**src/design/pli_pkg.sv**
```systemverilog
// ---------------------------------------------------------------------------
// pli_pkg
// shared types and constants for the piecewise linear interpolator
// ---------------------------------------------------------------------------
`default_nettype none
package pli_pkg;
  localparam int MaxNodes = 64;
  localparam int IdxW = $clog2(MaxNodes);
  localparam int CntW = $clog2(MaxNodes + 1);

  typedef enum logic [2:0] {
    ST_OK    = 3'd0,
    ST_DUP   = 3'd1,
    ST_RANGE = 3'd2,
    ST_EMPTY = 3'd3,
    ST_FULL  = 3'd4
  } status_t;

  typedef struct packed {
    logic               req_type;
    logic signed [31:0] point_x;
    logic signed [31:0] point_y;
  } in_beat_t;

  typedef struct packed {
    logic [2:0]         status;
    logic signed [31:0] result_y;
    logic [6:0]         nodes_held;
  } out_beat_t;

  typedef enum logic [3:0] {
    S_IDLE, S_LSCAN, S_LSHIFT, S_LWRITE, S_QFIRST, S_QLAST, S_QSCAN,
    S_QNEXT, S_QMUL, S_QDIV, S_QFIN, S_OUT
  } state_t;

  typedef struct packed {
    logic        start;
    logic [63:0] dividend;
    logic [31:0] divisor;
  } div_req_t;
endpackage
`default_nettype wire

```
**src/design/pli_divider.sv**
```systemverilog
// ---------------------------------------------------------------------------
// pli_divider
// restoring divider, unsigned 64 by 32, one quotient bit per cycle
// ---------------------------------------------------------------------------
`default_nettype none
module pli_divider (
  input  wire logic             clk,
  input  wire logic             rst,
  input  wire pli_pkg::div_req_t req,
  output logic                  busy,
  output logic [63:0]           quotient
);
  import pli_pkg::*;
  logic [32:0] rem;
  logic [31:0] dvs;
  logic [6:0]  cnt;
  logic [32:0] trial;
  logic [32:0] shifted;

  assign shifted = {rem[31:0], quotient[63]};
  assign trial = shifted - {1'b0, dvs};

  always_ff @(posedge clk) begin
    if (rst) begin
      busy <= 1'b0;
      cnt <= '0;
    end else if (req.start) begin
      busy <= 1'b1;
      cnt <= 7'd64;
      rem <= '0;
      dvs <= req.divisor;
      quotient <= req.dividend;
    end else if (busy) begin
      if (trial[32]) begin
        rem <= shifted;
        quotient <= {quotient[62:0], 1'b0};
      end else begin
        rem <= trial;
        quotient <= {quotient[62:0], 1'b1};
      end
      cnt <= cnt - 7'd1;
      if (cnt == 7'd1) busy <= 1'b0;
    end
  end
endmodule
`default_nettype wire

```
**config.mk**
```make
export PLATFORM = sky130hd
export DESIGN_NAME = pli_divider
export DESIGN_NICKNAME = d
export VERILOG_FILES = /design/src/design/pli_pkg.sv /design/src/design/pli_divider.sv
export SDC_FILE = /design/constraint.sdc
export NUM_CORES = 1
export LEC_CHECK = 0
export BUFFER_PORTS_ARGS = -buffer_cell sky130_fd_sc_hd__buf_2
export CAP_MARGIN = 15
export CORE_UTILIZATION = 55
export CTS_BUF_LIST = sky130_fd_sc_hd__clkbuf_4 sky130_fd_sc_hd__clkbuf_8
export CTS_CLUSTER_DIAMETER = 150
export DETAILED_ROUTE_END_ITERATION = 8
export PLACE_DENSITY = 0.87
export SYNTH_ARGS = -nofsm -noshare
export SYNTH_HDL_FRONTEND = slang
export SYNTH_SLANG_ARGS = --single-unit
export TNS_END_PERCENT = 1
```
**constraint.sdc**
```tcl
create_clock -name clk -period 6.84 [get_ports clk]
set_clock_uncertainty 0.1 [all_clocks]
set_input_delay 0 -clock clk [delete_from_list [all_inputs] [get_ports clk]]
set_output_delay 0 -clock clk [all_outputs]
set_load 0.05 [all_outputs]
```
==> results of run 1 <==
## final timing paths
kind                                from               endpoint  depth (start not counted)
setup / recovery  quotient[63]$_DFFE_PP_  rem[29]$_SDFFCE_PP0P_                         11
hold / removal                   req[25]      dvs[25]$_DFFE_PP_                          2
setup reg to reg  quotient[63]$_DFFE_PP_  rem[29]$_SDFFCE_PP0P_                         11
hold reg to reg      cnt[1]$_SDFFE_PP0P_    cnt[1]$_SDFFE_PP0P_                          2
## power groups by stage
| stage | logic, mW | clock network, mW | registers (mW) |
|---|---|---|---|
| finish | 0.683 | 0.695 | 1.03 |
| CTS | 0.671 | 0.700 | 1.03 |
| global placement | 0.610 | 0 | 1.05 |
| floorplan | 0.395 | 0 | 1.13 |
| global route | 0.747 | 0.735 | 1.04 |
| detailed placement | 0.625 | 0 | 1.05 |
## worst max-delay path, cell delays in order (launching register included)
cell	delay, ns
edfxtp_1	0.39
inv_1	0.06
ha_1	0.22
fa_1	0.39
nand2b_1	0.19
a21oi_1	0.23
o2111a_1	0.34
o211ai_2	0.13
o21ai_2	0.21
nand3_1	0.74
nand3_1	0.53
o22ai_1	0.15
## per-stage QoR
step,area (sq um),instances,power [mW]
4_1_cts,9770,1081,2.40
3_3_place_gp,8380,951,1.66
5_1_grt,9770,1082,2.52
6_report,9770,1082,2.41
2_1_floorplan,7420,635,1.53
3_5_place_dp,8380,951,1.67
## synth_stat cells (all sizes together) (6+ instances only)
cell	instances	share of area
and3	9	0.0083
inv	42	0.021
a21o	10	0.010
ha	34	0.057
buf	8	0.0064
nand2	36	0.018
a211oi	14	0.015
xor2	10	0.012
clkbuf	18	0.0091
o211ai	7	0.0078
dfxtp	8	0.022
nand2b	6	0.0051
xnor2	16	0.019
nor2	30	0.015
edfxtp	128	0.52
nand3	18	0.012
mux2	63	0.096
o21a	10	0.010
and2	6	0.0051
nand4	6	0.0051
a21oi	54	0.036
o21ai	41	0.028
nor3	11	0.0074
## registers in the layout, summed over array words and instances, names as in the netlist
signal / cells
rem: 32
quotient: 64
dvs: 32
busy: 1
cnt: 7
## metal layers
layer / wire length (um) / up-vias / track usage
met5: 0 / - / 0
met4: 596 / 0 / 0.124
met3: 1440 / 50 / 0.0819
met2: 9710 / 285 / 0.494
met1: 7900 / 2910 / 0.358
li1: - / 2906 / -
## logic make-up (layout without fill, tap and decap cells)
logic type / after synthesis / count (layout) / synth area share
flip-flops: 136 / 136 / 0.540
adder cells (fa/ha/maj): 35 / 35 / 0.0601
other: 0 / 1 / 0
AND/OR/NAND/NOR: 143 / 143 / 0.0983
AO/OA/AOI/OAI: 162 / 162 / 0.136
multiplexers: 65 / 65 / 0.0983
XOR/XNOR: 26 / 26 / 0.0307
buffers and inverters: 68 / 338 / 0.0368
## area by class of cell
| class | count | area, sq um |
|---|---|---|
| Antenna cell | 1 | 2.50 |
| Clock buffer | 18 | 248 |
| Clock inverter | 14 | 160 |
| Fill cell | 875 | 3420 |
| Inverter | 42 | 158 |
| Multi-Input combinational cell | 431 | 3160 |
| Sequential cell | 136 | 4000 |
| Tap cell | 176 | 220 |
| Timing Repair Buffer | 264 | 1820 |
## layout by cell type, fill, tap and decap left out, drive strengths merged, types with 6 or more instances in the layout
cell | netlist | layout
a211oi | 14 | 14
a21o | 10 | 10
a21oi | 54 | 54
and2 | 6 | 6
and3 | 9 | 9
buf | 8 | 166
clkbuf | 18 | 18
dfxtp | 8 | 8
dlygate4sd3 | 0 | 98
edfxtp | 128 | 128
ha | 34 | 34
inv | 42 | 47
mux2 | 63 | 63
nand2 | 36 | 36
nand2b | 6 | 6
nand3 | 18 | 18
nand4 | 6 | 6
nor2 | 30 | 30
nor3 | 11 | 11
o211ai | 7 | 7
o21a | 10 | 10
o21ai | 41 | 41
xnor2 | 16 | 16
xor2 | 10 | 10
==> summary.md, run 1 <==
| Metric | Value |
|---|---|
| Die W | `between 100 and 150 um` |
| Post-synth EDFFs | `~130` |
| DRT iter0 DRCs | `roughly 550` |
| Fin util | `0.741` |
| Logic pwr share | `0.283` |
| Worst Setup Start Kind | `flip-flop` |
| Chip height | `around 120 um` |
| Post-CTS sizing | `0` |
| Worst slew pin tran | `~1.1 ns` |
| Clock network fraction of design power | `0.288` |
| Number of port buffers | `approximately 160` |
| Global route overflow | `0` |
| Top Ports | `between 150 and 200` |
| Vias in the first global route | `~6300` |
| Initial core utilization | `0.562` |
| Final min period | `between 3 and 4 ns` |
| Yosys cell types | `60` |
| Peak Freq | `~0.25 GHz` |
| GP Congestion | `around 0.9` |
| Unrepaired setup endpoints after global routing | `false` |
| Final setup viols | `0` |
| Ys async rst share | `0` |
| Routed WL | `slightly below 20 mm` |
| Final WS setup | `between 2 and 3 ns` |
| NumNets Final | `1026` |
| Critical Path RT | `around 7 ns` |
| First-pass GRT wire length | `between 30 and 40 mm` |
| Worst hold path type | `primary input to flip-flop` |
| Sequential area share after synthesis | `0.540` |
| CTS tree | `yes` |
| CP Max Fanout | `23` |
| Max-slew violation count | `0` |
| Post-CTS Hold Buffers | `98` |
| Leakage | `slightly above 4 nW` |
| Ys flop type | `edfxtp_1` |
| WS Path Type | `flip-flop to flip-flop` |
| Status | `finished, final reports clean` |
| Initial antenna violation count | `1` |
| Worst hold margin | `approximately 0.15 ns` |
| Sequential share of power | `0.429` |
| Wire per inst | `between 15 and 20 um` |
| VDD IR max | `approximately 180 uV` |
| Syn Nets | `~770` |
| Mean Syn Cell Area | `around 12 sq um` |
| R2R Setup Slk | `around 2.9 ns` |
| Internal | `~1.6 mW` |
| Switching share of power | `0.332` |
| DRT antenna net count | `0` |
| Post-Synthesis Cell Area | `approximately 7400 sq um` |
| DRC viols | `0` |
| DPL Wire Length | `roughly 12 mm` |
| Num CTS Buffers | `17` |
| FF+latch count, synth | `~140` |
| Via count | `approximately 6000` |
| Core box area | `approximately 13000 sq um` |
| Final hold viol count | `0` |
| CTS HTree Levels | `4` |
| Setup tns final | `0 ns` |
| Pwr dens | `247 nW/um^2` |
| TritonRoute pass-1 iters | `5` |
| Pre-CTS setup slack | `around 2.9 ns` |
| CTS Sinks | `around 140` |
| Core Rows | `42` |
| Post-synthesis cell count | `635` |
| P_sw | `800 uW` |
| Die ar. | `approximately 14000 sq um` |
| GRT Util Overall | `0.295` |
| Max-Cap Viols | `0` |
| Setup bufs post-CTS | `0` |
| Synth-to-layout area growth | `31.8%` |
| CP Capture Type | `flip-flop` |
| Ratio of cells with drive above 1 in the final layout | `0.302` |
| Largest net degree at the start of global routing | `62` |
| Maximum clock insertion buffer count | `2` |
| Yosys warns | `0` |
| Root buf cell | `clkbuf_8` |
| Max-Slew Margin vs Limit | `0.283` |
| Worst EP arrival | `approximately 4.0 ns` |
| Period utilisation layout | `0.583` |
| Clock insertion delay at the later pin of the skew report | `about 0.46 ns` |
| Vias/cell | `~5.7` |
| Clock-pin slew on the worst setup and hold paths | `around 0.090 ns` |
(Power assumes the default switching activity.)
==> run 2: changes to the inputs <==
clock period = 3.7 ns   (was 6.84 ns; I/O delays follow)
==> run 2 against run 1 <==
Against the previous run: largest power group unchanged; sequential power is 86% higher; global-route usage is 0.55 points higher; final area is 0.20% lower; via count is 1.5% higher; cell count is 0.46% higher; largest cell class unchanged; combinational power is 87% higher; sequential share of layout area is 0.084 points higher.
==> summary.md, run 2 (same netlist as run 1, synthesis figures left out) <==
| Metric | Value |
|---|---|
| Root buf cell | `clkbuf_8` |
| Pre-CTS setup slack | `0.113 ns` |
| Final WS setup | `between 0.2 and 0.25 ns` |
| WS Path Type | `flip-flop to flip-flop` |
| Pwr dens | `roughly 440 nW/um^2` |
| Final setup viols | `0` |
| CTS HTree Levels | `4` |
| DPL Wire Length | `around 12 mm` |
| Synth-to-layout area growth | `31.5%` |
| Routed WL | `20.3 mm` |
| Clock-pin slew on the worst setup and hold paths | `0.09 ns` |
| Largest registers | `quotient (64), dvs (32), rem (32)` |
| Final hold viol count | `0` |
| Die W | `about 120 um` |
| Worst Setup Start Kind | `flip-flop` |
| Setup tns final | `0 ns` |
| DRC viols | `0` |
| Status | `finished, final reports clean` |
| Worst EP arrival | `around 3.7 ns` |
| CP Capture Type | `flip-flop` |
| Hold EP | `dvs[5]$_DFFE_PP_` |
| Initial antenna violation count | `0` |
| RR Endpoint | `rem[8]$_SDFFCE_PP0P_` |
| TritonRoute pass-1 iters | `7` |
| Maximum clock insertion buffer count | `2` |
| Peak Freq | `around 0.29 GHz` |
| Chip height | `approximately 120 um` |
| Via count | `6242` |
| Commonest non-fill, non-tap cell in the layout | `buf_2` |
| Period utilisation layout | `0.936` |
| R2R Setup Slk | `about 0.24 ns` |
| NumNets Final | `~1000` |
| DRT iter0 DRCs | `about 360` |
| CTS tree | `yes` |
| Die ar. | `14000 sq um` |
| GP Congestion | `just under 0.9` |
| Leakage | `between 4 and 5 nW` |
| Core box area | `13200 sq um` |
| Post-Layout Inst Area | `between 9000 and 10000 sq um` |
| Max-slew violation count | `0` |
| DP Area | `between 8000 and 9000 sq um` |
| CP Max Fanout | `25` |
| Fin util | `0.739` |
| Max-Cap Viols | `0` |
| GRT Util Overall | `0.301` |
| CTS Sinks | `136` |
| Top Ports | `164` |
| Vias/cell | `around 5.7` |
| Reg2reg path depth | `12` |
| Core Rows | `42` |
| Worst Hold Path Cells | `2` |
| First-pass GRT wire length | `32.3 mm` |
| # diodes | `0` |
| Critical Path RT | `3.88 ns` |
| Num CTS Buffers | `17` |
| Clock insertion delay at the later pin of the skew report | `about 0.46 ns` |
| Setup bufs post-CTS | `0` |
| Global route overflow | `0` |
| Hold_sp | `req[5]` |
| Worst hold path type | `primary input to flip-flop` |
| Ratio of cells with drive above 1 in the final layout | `0.302` |
| Largest net degree at the start of global routing | `between 90 and 100` |
| Unrepaired setup endpoints after global routing | `false` |
| Vias in the first global route | `between 6000 and 7000` |
| Largest reg by FF count | `quotient` |
| Most frequent cells in the layout | `buf_2 (162), edfxtp_1 (128), dlygate4sd3_1 (99), mux2_2 (63), a21oi_1 (54)` |
| Max-Slew Margin vs Limit | `0.253` |
| Fillcell total | `865` |
| Number of flip-flops in the largest register | `64` |
| Final min period | `3.46 ns` |
| Initial core utilization | `0.562` |
| Number of port buffers | `roughly 160` |
| Worst slew pin tran | `~1.1 ns` |
| Wire per inst | `~19 um` |
| DRT antenna net count | `0` |
| Reg2reg start | `quotient[63]$_DFFE_PP_` |
| VDD IR max | `326 uV` |
==> run 2: changes by cell type in the layout (fill, tap and decap cells not counted), sizes merged <==
cell,change
bufinv,-2
dlygate4sd3,+1
clkinvlp,-1
inv,-2
clkinv,+5
buf,+5
diode,-1
==> run 2: routing by layer <==
layer  wire, um  GRT usage  vias to the layer above  share of wire
met5          0          0                        -              0
met4        489      0.103                        0          0.024
met3       1600     0.0814                       48          0.079
met2      10400      0.525                      331           0.51
met1       7840      0.356                     2954           0.39
li1           -          -                     2909              -
==> run 2: how the worst max path moves through the flow <==
stage | start | to | slack, ns | cells after the start
after global placement | quotient[63]$_DFFE_PP_ | rem[0]$_SDFFCE_PP0P_ | 0.24 | 11
after CTS | quotient[63]$_DFFE_PP_ | rem[17]$_SDFFCE_PP0P_ | 0.09 | 11
after detailed placement | quotient[63]$_DFFE_PP_ | rem[17]$_SDFFCE_PP0P_ | 0.11 | 11
after global routing | quotient[63]$_DFFE_PP_ | rem[14]$_SDFFCE_PP0P_ | 0.02 | 12
final | quotient[63]$_DFFE_PP_ | rem[8]$_SDFFCE_PP0P_ | 0.24 | 12
after floorplan | quotient[63]$_DFFE_PP_ | rem[8]$_SDFFCE_PP0P_ | 0.39 | 11
==> run 2: stage by stage <==
step	hold WS [ns]	std cells	total power [mW]
final	0.153	1087	4.32
after global routing	0.136	1087	4.51
after CTS	0.141	1087	4.28
after detailed placement	0.0781	956	3.11
after global placement	0.0773	956	3.09
after floorplan	-0.0309	635	2.82
==> run 2: critical path, stage by stage, from the launching register on <==
cell	delay, ns
edfxtp_1	0.37
inv_1	0.05
ha_1	0.22
fa_1	0.38
nand2b_1	0.20
a21oi_1	0.23
o2111a_1	0.35
o211ai_2	0.14
o21ai_2	0.20
a21oi_1	0.12
buf_4	0.22
or4_1	0.51
a21oi_1	0.18
==> run 2: repair_timing <==
| item | in CTS | in global routing |
|---|---|---|
| endpoints found under the hold margin | 104 | 0 |
| resized for setup | 0 | 1 |
| endpoints found under the setup margin | 0 | 13 |
| hold buffers | 99 | 0 |
==> run 2: layout make-up <==
class | instances | area [sq um] | area share
multi-input cells | 431 | 3160 | 0.324
clock buffers | 18 | 241 | 0.0248
repair buffers | 270 | 1870 | 0.192
well taps | 176 | 220 | 0.0226
inverters | 42 | 158 | 0.0162
flip-flops and latches | 136 | 4000 | 0.411
clock inverters | 14 | 103 | 0.0105
==> run 2: where the power goes <==
part	leakage, nW	switching [mW]	total, mW	internal [mW]
clock network	0.167	0.641	1.11	0.473
logic	2.58	0.764	1.28	0.520
registers	1.29	0.0728	1.92	1.85
total	4.04	1.48	4.32	2.84
